==> config.mk <==
export PLATFORM = sky130hd
export DESIGN_NAME = fixed_bin_histogram_unit_flat
export DESIGN_NICKNAME = d
export VERILOG_FILES = /design/src/fbh_pkg.sv /design/src/fbh_if.sv /design/src/fixed_bin_histogram_unit.sv /design/src/fbh_div.sv /design/src/fbh_mem.sv /design/src/flat_wrapper.sv
export SDC_FILE = /design/constraint.sdc
export NUM_CORES = 2
export LEC_CHECK = 0
export ABC_AREA = 1
export BUFFER_PORTS_ARGS = -buffer_cell sky130_fd_sc_hd__buf_2
export CAP_MARGIN = 20
export CORE_ASPECT_RATIO = 1.4
export CORE_MARGIN = 3
export CORE_UTILIZATION = 63
export CTS_CLUSTER_DIAMETER = 150
export DETAILED_ROUTE_END_ITERATION = 8
export PLACE_DENSITY = 0.8
export SYNTH_ARGS = -nofsm -noshare
export SYNTH_HDL_FRONTEND = slang
export SYNTH_SLANG_ARGS = --single-unit
==> constraint.sdc <==
create_clock -name clk -period 6.4 [get_ports clk]
set_clock_uncertainty 0.15 [all_clocks]
set_input_delay 1.28 -clock clk [delete_from_list [all_inputs] [get_ports clk]]
set_output_delay 1.28 -clock clk [all_outputs]
set_load 0.01 [all_outputs]
==> src/fbh_pkg.sv <==
// Shared types and constants of the fixed bin histogram unit.
package fbh_pkg;

  localparam int unsigned VALUE_W = 32;  // Q16.16 sample and range edges
  localparam int unsigned WIDTH_W = 31;  // bin width register
  localparam int unsigned NBINS_W = 7;   // bins-in-use register
  localparam int unsigned RIDX_W  = 6;   // read index and reported bin index
  localparam int unsigned COUNT_W = 32;  // bin counter
  localparam int unsigned CFG_IDX_W = 2;
  localparam int unsigned CFG_DATA_W = 32;

  localparam int unsigned DIV_STEPS = 32;
  localparam int unsigned DIV_CNT_W = $clog2(DIV_STEPS);

  localparam logic CMD_ADD  = 1'b0;
  localparam logic CMD_READ = 1'b1;

  localparam logic [CFG_IDX_W-1:0] REG_RANGE_MIN   = 2'd0;
  localparam logic [CFG_IDX_W-1:0] REG_RANGE_MAX   = 2'd1;
  localparam logic [CFG_IDX_W-1:0] REG_BIN_STEP    = 2'd2;
  localparam logic [CFG_IDX_W-1:0] REG_BINS_IN_USE = 2'd3;

  // Reset values of the configuration registers
  localparam logic [VALUE_W-1:0] RANGE_MIN_RST   = 32'd0;
  localparam logic [VALUE_W-1:0] RANGE_MAX_RST   = 32'd4063232;
  localparam logic [WIDTH_W-1:0] BIN_STEP_RST    = 31'd65536;
  localparam logic [NBINS_W-1:0] BINS_IN_USE_RST = 7'd64;

  typedef struct packed {
    logic               start;
    logic [VALUE_W-1:0] dividend;
    logic [WIDTH_W-1:0] divisor;
  } div_req_t;

  typedef struct packed {
    logic               done;
    logic [VALUE_W-1:0] quotient;
  } div_rsp_t;

endpackage

==> src/fbh_if.sv <==
// Valid/ready channel interfaces for commands and results.
interface fbh_in_if import fbh_pkg::*; ();
  logic                      valid;
  logic                      ready;
  logic                      command;
  logic signed [VALUE_W-1:0] sample_value;
  logic [RIDX_W-1:0]         read_index;

  modport source (output valid, command, sample_value, read_index, input ready);
  modport sink (input valid, command, sample_value, read_index, output ready);
endinterface

interface fbh_out_if import fbh_pkg::*; ();
  logic               valid;
  logic               ready;
  logic [RIDX_W-1:0]  bin_index;
  logic [COUNT_W-1:0] bin_count;

  modport source (output valid, bin_index, bin_count, input ready);
  modport sink (input valid, bin_index, bin_count, output ready);
endinterface

==> src/fixed_bin_histogram_unit.sv <==
// Top level of the fixed bin histogram unit: sequencer, config registers, result register.
//
//  channel   | dir | transaction carries
//  ----------+-----+---------------------------------------------
//  samples   | in  | command, sample_value (Q16.16), read_index
//  results   | out | bin_index, bin_count (count after the command)
//  cfg_*     | in  | register write: index 0..3, data, no handshake
//
// A read or an underflow/overflow add passes CLASSIFY, ADDR and DATA after IDLE;
// an add in range also waits in DIV for the divider's done between CLASSIFY and
// ADDR. The result is registered in the output register when DATA loads it.
// After reset the count store is swept to zero, all MAX_BINS bins, samples not ready.
// A stalled result holds in the output register; the next transaction is accepted
// meanwhile and waits at its store access until the result is taken.
module fixed_bin_histogram_unit import fbh_pkg::*; #(
  parameter int unsigned MAX_BINS = 64
) (
  input  logic                  clk,
  input  logic                  rst,
  input  logic                  cfg_we,
  input  logic [CFG_IDX_W-1:0]  cfg_index,
  input  logic [CFG_DATA_W-1:0] cfg_data,
  fbh_in_if.sink                samples,
  fbh_out_if.source             results
);

  localparam int unsigned BIDX_W = $clog2(MAX_BINS);

  typedef enum logic [2:0] {
    CLEAR, IDLE, CLASSIFY, DIV, ADDR, DATA
  } state_t;

  state_t state;

  // configuration
  logic signed [VALUE_W-1:0] range_min;
  logic signed [VALUE_W-1:0] range_max;
  logic [WIDTH_W-1:0]        bin_step;
  logic [NBINS_W-1:0]        bins_in_use;

  // captured transaction
  logic                      op;
  logic signed [VALUE_W-1:0] sample;
  logic [RIDX_W-1:0]         ridx;
  logic [BIDX_W-1:0]         bin;
  logic [BIDX_W-1:0]         clr_addr;

  // result register
  logic               out_valid;
  logic [RIDX_W-1:0]  out_idx;
  logic [COUNT_W-1:0] out_count;

  logic [BIDX_W-1:0]  last_bin;
  logic               read_oob;
  logic               out_load;
  logic [BIDX_W-1:0]  div_bin;
  logic [COUNT_W-1:0] rdata;
  logic [BIDX_W-1:0]  raddr;
  logic               mem_we;
  logic [BIDX_W-1:0]  waddr;
  logic [COUNT_W-1:0] wdata;
  div_req_t           div_req;
  div_rsp_t           div_rsp;

  // Last bin in use, bins_in_use clamped to [2, MAX_BINS]
  always_comb begin
    if (bins_in_use < NBINS_W'(2)) begin
      last_bin = BIDX_W'(1);
    end else if (32'(bins_in_use) > MAX_BINS) begin
      last_bin = BIDX_W'(MAX_BINS - 1);
    end else begin
      last_bin = BIDX_W'(bins_in_use - 1'b1);
    end
  end

  // Divider quotient plus one, clamped to the last bin
  assign div_bin = (div_rsp.quotient >= 32'(last_bin)) ? last_bin
                                                        : BIDX_W'(div_rsp.quotient) + 1'b1;

  // Reads beyond the store report zero
  assign read_oob = 32'(ridx) >= MAX_BINS;

  assign raddr    = (op == CMD_READ) ? BIDX_W'(ridx) : bin;
  assign out_load = (state == DATA) && (!out_valid || results.ready);

  assign mem_we = (state == CLEAR) || (out_load && (op == CMD_ADD));
  assign waddr  = (state == CLEAR) ? clr_addr : bin;
  assign wdata  = (state == CLEAR) ? '0 : rdata + 1'b1;

  assign div_req.start    = (state == CLASSIFY) && (op == CMD_ADD)
                            && !(sample < range_min) && !(sample >= range_max);
  assign div_req.dividend = sample - range_min;  // fits unsigned once sample >= range_min
  assign div_req.divisor  = (bin_step == '0) ? WIDTH_W'(1) : bin_step;

  assign samples.ready     = (state == IDLE);
  assign results.valid     = out_valid;
  assign results.bin_index = out_idx;
  assign results.bin_count = out_count;

  // Configuration registers
  always_ff @(posedge clk) begin
    if (rst) begin
      range_min   <= RANGE_MIN_RST;
      range_max   <= RANGE_MAX_RST;
      bin_step    <= BIN_STEP_RST;
      bins_in_use <= BINS_IN_USE_RST;
    end else if (cfg_we) begin
      case (cfg_index)
        REG_RANGE_MIN:   range_min   <= cfg_data;
        REG_RANGE_MAX:   range_max   <= cfg_data;
        REG_BIN_STEP:    bin_step    <= cfg_data[WIDTH_W-1:0];
        REG_BINS_IN_USE: bins_in_use <= cfg_data[NBINS_W-1:0];
        default: ;
      endcase
    end
  end

  // Sequencer and result register
  always_ff @(posedge clk) begin
    if (rst) begin
      state     <= CLEAR;
      clr_addr  <= '0;
      out_valid <= 1'b0;
    end else begin
      // a result taken with no new one loaded empties the register
      if (results.ready && !out_load) begin
        out_valid <= 1'b0;
      end
      case (state)
        CLEAR: begin
          clr_addr <= clr_addr + 1'b1;
          if (clr_addr == BIDX_W'(MAX_BINS - 1)) begin
            state <= IDLE;
          end
        end
        IDLE: begin
          if (samples.valid) begin
            op     <= samples.command;
            sample <= samples.sample_value;
            ridx   <= samples.read_index;
            state  <= CLASSIFY;
          end
        end
        CLASSIFY: begin
          if (op == CMD_READ) begin
            state <= ADDR;
          end else if (sample < range_min) begin
            bin   <= '0;
            state <= ADDR;
          end else if (sample >= range_max) begin
            bin   <= last_bin;
            state <= ADDR;
          end else begin
            state <= DIV;
          end
        end
        DIV: begin
          if (div_rsp.done) begin
            bin   <= div_bin;
            state <= ADDR;
          end
        end
        ADDR: begin
          state <= DATA;
        end
        DATA: begin
          if (out_load) begin
            out_valid <= 1'b1;
            if (op == CMD_ADD) begin
              out_idx   <= RIDX_W'(bin);
              out_count <= rdata + 1'b1;
            end else begin
              out_idx   <= ridx;
              out_count <= read_oob ? '0 : rdata;
            end
            state <= IDLE;
          end
        end
        default: state <= IDLE;
      endcase
    end
  end

  fbh_div u_div (
    .clk (clk),
    .rst (rst),
    .req (div_req),
    .rsp (div_rsp)
  );

  fbh_mem #(
    .DEPTH (MAX_BINS)
  ) u_mem (
    .clk   (clk),
    .we    (mem_we),
    .waddr (waddr),
    .wdata (wdata),
    .raddr (raddr),
    .rdata (rdata)
  );

`ifndef ASSERT_OFF
  // A divide result only arrives while the sequencer waits for it
  a_div_done_in_div: assert property (@(posedge clk) disable iff (rst)
    div_rsp.done |-> (state == DIV))
    else $error("divider finished outside DIV");

  // Counts are written back only by an add that delivers its result
  a_write_is_add: assert property (@(posedge clk) disable iff (rst)
    (mem_we && (state != CLEAR)) |-> (out_load && (op == CMD_ADD)))
    else $error("count store written outside an add");

  // An add never touches a bin beyond the last one in use
  a_bin_in_use: assert property (@(posedge clk) disable iff (rst)
    (out_load && (op == CMD_ADD)) |-> (bin <= last_bin))
    else $error("add selected a bin beyond the last in use");

  // A freshly loaded add result reports the incremented count of its bin
  a_add_result: assert property (@(posedge clk) disable iff (rst)
    (out_load && (op == CMD_ADD)) |=> (results.valid
                                       && (results.bin_count == $past(rdata) + 1'b1)))
    else $error("add result does not match the incremented count");
`endif

endmodule

==> src/fbh_div.sv <==
// Radix-2 restoring divider, one quotient bit per cycle.
module fbh_div import fbh_pkg::*; (
  input  logic     clk,
  input  logic     rst,
  input  div_req_t req,
  output div_rsp_t rsp
);

  logic                 busy;
  logic                 done;
  logic [DIV_CNT_W-1:0] cnt;
  logic [VALUE_W-1:0]   quo;   // dividend shifts out, quotient shifts in
  logic [VALUE_W-1:0]   rem;
  logic [WIDTH_W-1:0]   dvs;
  logic [VALUE_W-1:0]   rem_sh;
  logic [VALUE_W:0]     diff;

  assign rem_sh = {rem[VALUE_W-2:0], quo[VALUE_W-1]};
  assign diff   = {1'b0, rem_sh} - {2'b00, dvs};

  always_ff @(posedge clk) begin
    if (rst) begin
      busy <= 1'b0;
      done <= 1'b0;
      cnt  <= '0;
    end else begin
      done <= 1'b0;
      if (req.start) begin
        busy <= 1'b1;
        cnt  <= '0;
        quo  <= req.dividend;
        rem  <= '0;
        dvs  <= req.divisor;
      end else if (busy) begin
        if (!diff[VALUE_W]) begin
          rem <= diff[VALUE_W-1:0];
          quo <= {quo[VALUE_W-2:0], 1'b1};
        end else begin
          rem <= rem_sh;
          quo <= {quo[VALUE_W-2:0], 1'b0};
        end
        cnt <= cnt + 1'b1;
        if (cnt == DIV_CNT_W'(DIV_STEPS - 1)) begin
          busy <= 1'b0;
          done <= 1'b1;
        end
      end
    end
  end

  assign rsp.done     = done;
  assign rsp.quotient = quo;

endmodule

==> src/fbh_mem.sv <==
// Bin count store: one write port, one registered read port.
module fbh_mem import fbh_pkg::*; #(
  parameter int unsigned DEPTH  = 64,
  parameter int unsigned ADDR_W = $clog2(DEPTH)
) (
  input  logic               clk,
  input  logic               we,
  input  logic [ADDR_W-1:0]  waddr,
  input  logic [COUNT_W-1:0] wdata,
  input  logic [ADDR_W-1:0]  raddr,
  output logic [COUNT_W-1:0] rdata
);

  logic [COUNT_W-1:0] mem [DEPTH];

  always_ff @(posedge clk) begin
    if (we) begin
      mem[waddr] <= wdata;
    end
  end

  always_ff @(posedge clk) begin
    rdata <= mem[raddr];
  end

endmodule
==> src/flat_wrapper.sv <==
// flat-port wrapper written by rule: the top's interface ports become plain ports
module fixed_bin_histogram_unit_flat import fbh_pkg::*;
#(
  parameter int unsigned MAX_BINS = 64
)
  (clk, rst, cfg_we, cfg_index, cfg_data, samples_valid, samples_command, samples_sample_value, samples_read_index, samples_ready, results_valid, results_bin_index, results_bin_count, results_ready);
  fbh_in_if samples_i ();
  fbh_out_if results_i ();
  input  logic clk;
  input  logic rst;
  input  logic cfg_we;
  input  logic [CFG_IDX_W-1:0] cfg_index;
  input  logic [CFG_DATA_W-1:0] cfg_data;
  input wire logic [$bits(samples_i.valid)-1:0] samples_valid;
  input wire logic [$bits(samples_i.command)-1:0] samples_command;
  input wire logic [$bits(samples_i.sample_value)-1:0] samples_sample_value;
  input wire logic [$bits(samples_i.read_index)-1:0] samples_read_index;
  output wire logic [$bits(samples_i.ready)-1:0] samples_ready;
  output wire logic [$bits(results_i.valid)-1:0] results_valid;
  output wire logic [$bits(results_i.bin_index)-1:0] results_bin_index;
  output wire logic [$bits(results_i.bin_count)-1:0] results_bin_count;
  input wire logic [$bits(results_i.ready)-1:0] results_ready;
  assign samples_i.valid = samples_valid;
  assign samples_i.command = samples_command;
  assign samples_i.sample_value = samples_sample_value;
  assign samples_i.read_index = samples_read_index;
  assign samples_ready = samples_i.ready;
  assign results_valid = results_i.valid;
  assign results_bin_index = results_i.bin_index;
  assign results_bin_count = results_i.bin_count;
  assign results_i.ready = results_ready;
  fixed_bin_histogram_unit #(.MAX_BINS(MAX_BINS)) u_core (.clk(clk), .rst(rst), .cfg_we(cfg_we), .cfg_index(cfg_index), .cfg_data(cfg_data), .samples(samples_i), .results(results_i));
endmodule
==> results.py <==
metrics = {
    "synthesis": {
        "syn_area_cell_sq_um": 12.24,
        "dominantRegCellSynth": "edfxtp_1",
        "synth.ff_latch_count": 2376,
        "post_synth_main_area_contributors": "edfxtp_1 (69%), o21ai_0 (7.0%), nor2_1 (6.0%), dfxtp_1 (3.1%), o22ai_1 (2.6%)",
        "synth_area_leader_cell": "edfxtp_1",
        "ys_top_cells_by_count": "edfxtp_1 (2225), nor2_1 (1565), o21ai_0 (1360)",
        "netlist-cell-type-count": 52,
        "seq_area_frac_synth_pct": 71.71,
        "post-synth-top-area-fraction_pct": 68.60,
        "synth_nets": 8145,
        "mappedNetlistArea_sq_um": 97390,
        "ys_async_sr_fraction_pct": 0,
        "syn_inst": 7958,
        "synth_enable_flop_cells": 2225,
        "post-synth-top-count-cell": "edfxtp_1",
        "ys_warn_count": 0,
    },
    "setup_path": {
        "timing.reg2reg.worst_path_depth": 11,
        "critical_path.reg2reg.endpoint": "u_core.u_mem.mem[3][28]$_DFFE_PP_",
        "setup.worst_path.class": "reg -> reg",
        "crit_path_start_kind": "flip-flop",
        "worst-endpoint-required_ns": 6.75,
        "crit_path_max_fanout": 35,
        "worstSetupEndpointType": "flip-flop",
        "worstPathArrival_ns": 5.35,
        "setup.reg_to_reg.worst_slack_ns": 1.41,
        "critical_path.reg2reg.startpoint": "u_core.state[1]$_SDFFE_PP0P_",
    },
    "floorplanning": {
        "row_count": 170,
        "io_pins": 118,
        "initial_standard_cell_utilization_of_the_core_pct": 63.51,
        "core_region_area_sq_um": 153400,
        "die_boundary_width_um": 338.3,
        "floorplan.die_area_sq_um": 159400,
        "floorplan.die.height_um": 471.2,
    },
    "routing": {
        "ant_nets": 0,
        "detail_route.first_pass.iterations": 9,
        "detail_route.iter0.violations": 9175,
        "wl_um": 260100,
        "routed-via-count": 66900,
        "vias_per_cell": 6.598,
        "route.detailed.drc": 0,
        "wire_length_per_cell_after_detailed_routing_um": 25.66,
    },
    "clock_network": {
        "cts_tree": "built",
        "clkSinkCount": 2376,
        "postCtsSetupRepairBufs": 0,
        "clock_tree.root_cell": "clkbuf_16",
        "clk_pin_slew_ns": 0.06,
        "cts_max_level": 4,
        "clk-insertion-delay-late_ns": 0.86,
        "ctsResizeCount": 0,
        "cts_max_path_buffers": 3,
        "ctsHoldBuffers": 0,
        "tritoncts.num_buffers": 201,
    },
    "global_route": {
        "grt_max_degree": 216,
        "overflow_after_grt": 0,
        "initial_antenna_violation_count": 5,
        "grt_usage_pct": 31.76,
        "vias_in_the_first_global_route": 65410,
        "grt_first_pass_wirelength_um": 384000,
    },
    "pwr": {
        "powerDensity_nw_per_um2": 274.0,
        "p_leak_nw": 35.33,
        "max-vdd-ir-drop_uv": 246.5,
    },
    "timing": {
        "least_margin_pin_slew_ns": 1.141,
        "slew_viol_final": 0,
        "totalNegativeSetupSlack_ns": 0,
        "rsz0062_at_grt": "no",
        "final_period_minus_worst_setup_slack_ns": 4.992,
        "period_share_pct": 78.00,
        "timing.slew.headroom_pct": 23.76,
        "finalSetupViolCount": 0,
        "timing.fmax_mhz": 200.3,
        "hold_viol_final": 0,
    },
    "status": {
        "outcome": "complete, no violations",
    },
    "final_layout": {
        "drive_gt1_share_pct": 9.044,
        "multi_input_area_sq_um": 25130,
        "regArea_sq_um": 69840,
        "num-nets-final": 8088,
        "utilization_pct": 70.23,
        "syn2layout_area_growth_pct": 10.59,
        "num-fill-cells": 9778,
    },
    "job": {
        "maxCapViolCount": 0,
    },
    "hold_path": {
        "hold_path.class": "reg -> reg",
        "worstHoldStart": "u_core.bin_step[17]$_SDFFE_PP0P_",
        "whs_endpoint": "u_core.u_div.dvs[17]$_SDFFCE_PN0P_",
        "holdPathStages": 0,
    },
    "placement": {
        "io_buffer_count": 117,
        "globalplace.congestion": 0.9973,
        "place_hpwl_um": 151800,
    },
}
[area by class of cell]
cell class	instances	share of cell area [%]
clock inverters	114	1.012
clock buffers	260	5.114
flip-flops and latches	2376	64.84
inverters	265	0.9607
multi-input cells	4783	23.33
diodes	4	0.009293
well taps	2064	2.398
repair buffers	274	2.337
[how the worst max path moves through the flow]
stage                                       startpoint                            endpoint  slack, ns  depth (start not counted)
after floorplan                          results_ready   u_core.u_mem.mem[48][0]$_DFFE_PP_       1.48                          7
after global placement                   results_ready  u_core.u_mem.mem[60][27]$_DFFE_PP_       1.01                          7
after detailed placement                 results_ready   u_core.u_mem.mem[3][21]$_DFFE_PP_       1.63                          9
after CTS                 u_core.state[1]$_SDFFE_PP0P_   u_core.u_mem.mem[3][28]$_DFFE_PP_       1.67                         11
after global routing      u_core.state[1]$_SDFFE_PP0P_   u_core.u_mem.mem[3][28]$_DFFE_PP_       1.21                         11
final                     u_core.state[1]$_SDFFE_PP0P_   u_core.u_mem.mem[3][28]$_DFFE_PP_       1.41                         11
[metrics by stage]
step | power [W] | hold slack [ns] | area [sq um] | instances | setup WS (ns)
after floorplan | 0.01745 | 0.2831 | 97390 | 7958 | 1.478
after global placement | 0.01760 | 0.2888 | 100300 | 9731 | 1.009
after detailed placement | 0.01762 | 0.2940 | 100700 | 9747 | 1.630
after CTS | 0.02956 | 0.3066 | 107300 | 10120 | 1.672
after global routing | 0.03015 | 0.3242 | 107700 | 10140 | 1.214
final | 0.02951 | 0.3057 | 107700 | 10140 | 1.408
[state kept, by name (all words and copies together), names as in the netlist, 32 cells and up]
| register | count |
|---|---|
| u_core.u_mem.rdata | 32 |
| u_core.range_max | 32 |
| u_core.results.bin_count | 32 |
| u_core.u_mem.mem | 2048 |
| u_core.sample | 32 |
| u_core.range_min | 32 |
| u_core.u_div.quo | 32 |
[layout by cell type (no fill, tap or decap), types with 39 or more instances in the layout]
master	count
nor2_1	1470
ha_1	107
o21ai_0	1359
clkinv_2	48
xor2_1	41
clkbuf_16	206
nand3_1	167
o211ai_1	239
nor2_4	95
buf_4	110
buf_2	118
o22ai_1	408
inv_1	253
a21oi_1	199
o221ai_1	65
edfxtp_1	2225
o21ai_1	54
dfxtp_1	151
clkbuf_1	39
nand2_1	355
xnor2_1	39
[per-layer routing]
| metal | GRT usage (%) | wire length [um] | vias to the layer above |
|---|---|---|---|
| met1 | 38.01 | 87020 | 32360 |
| met5 | 0 | 74 | - |
| met4 | 19.01 | 16970 | 3 |
| met2 | 53.47 | 128900 | 4432 |
| li1 | - | - | 29130 |
| met3 | 6.469 | 27190 | 976 |
[critical path: stages, from the launching register on]
cell	delay, ns
dfxtp_1	0.36
nor2_1	0.12
nand2_1	0.33
clkinv_2	0.21
buf_4	0.82
nand2_1	0.15
nand2_1	0.17
inv_1	0.07
nor2_1	0.27
nand3_1	0.67
nor2_4	0.83
buf_4	0.45
[report_power, final]
part | internal, W | switching, W
combinational | 0.000120 | 0.000296
sequential | 0.0168 | 0.0000348
clock | 0.00671 | 0.00550
total | 0.0237 | 0.00583
[kinds of logic after synthesis]
kind of cell             synth area share [%]
flip-flops                              71.71
multiplexers                          0.02056
AND/OR/NAND/NOR                         8.965
buffers and inverters                   3.298
XOR/XNOR                               0.7194
AO/OA/AOI/OAI                           13.87
adder cells (fa/ha/maj)                 1.416
(Power assumes the default switching activity.)
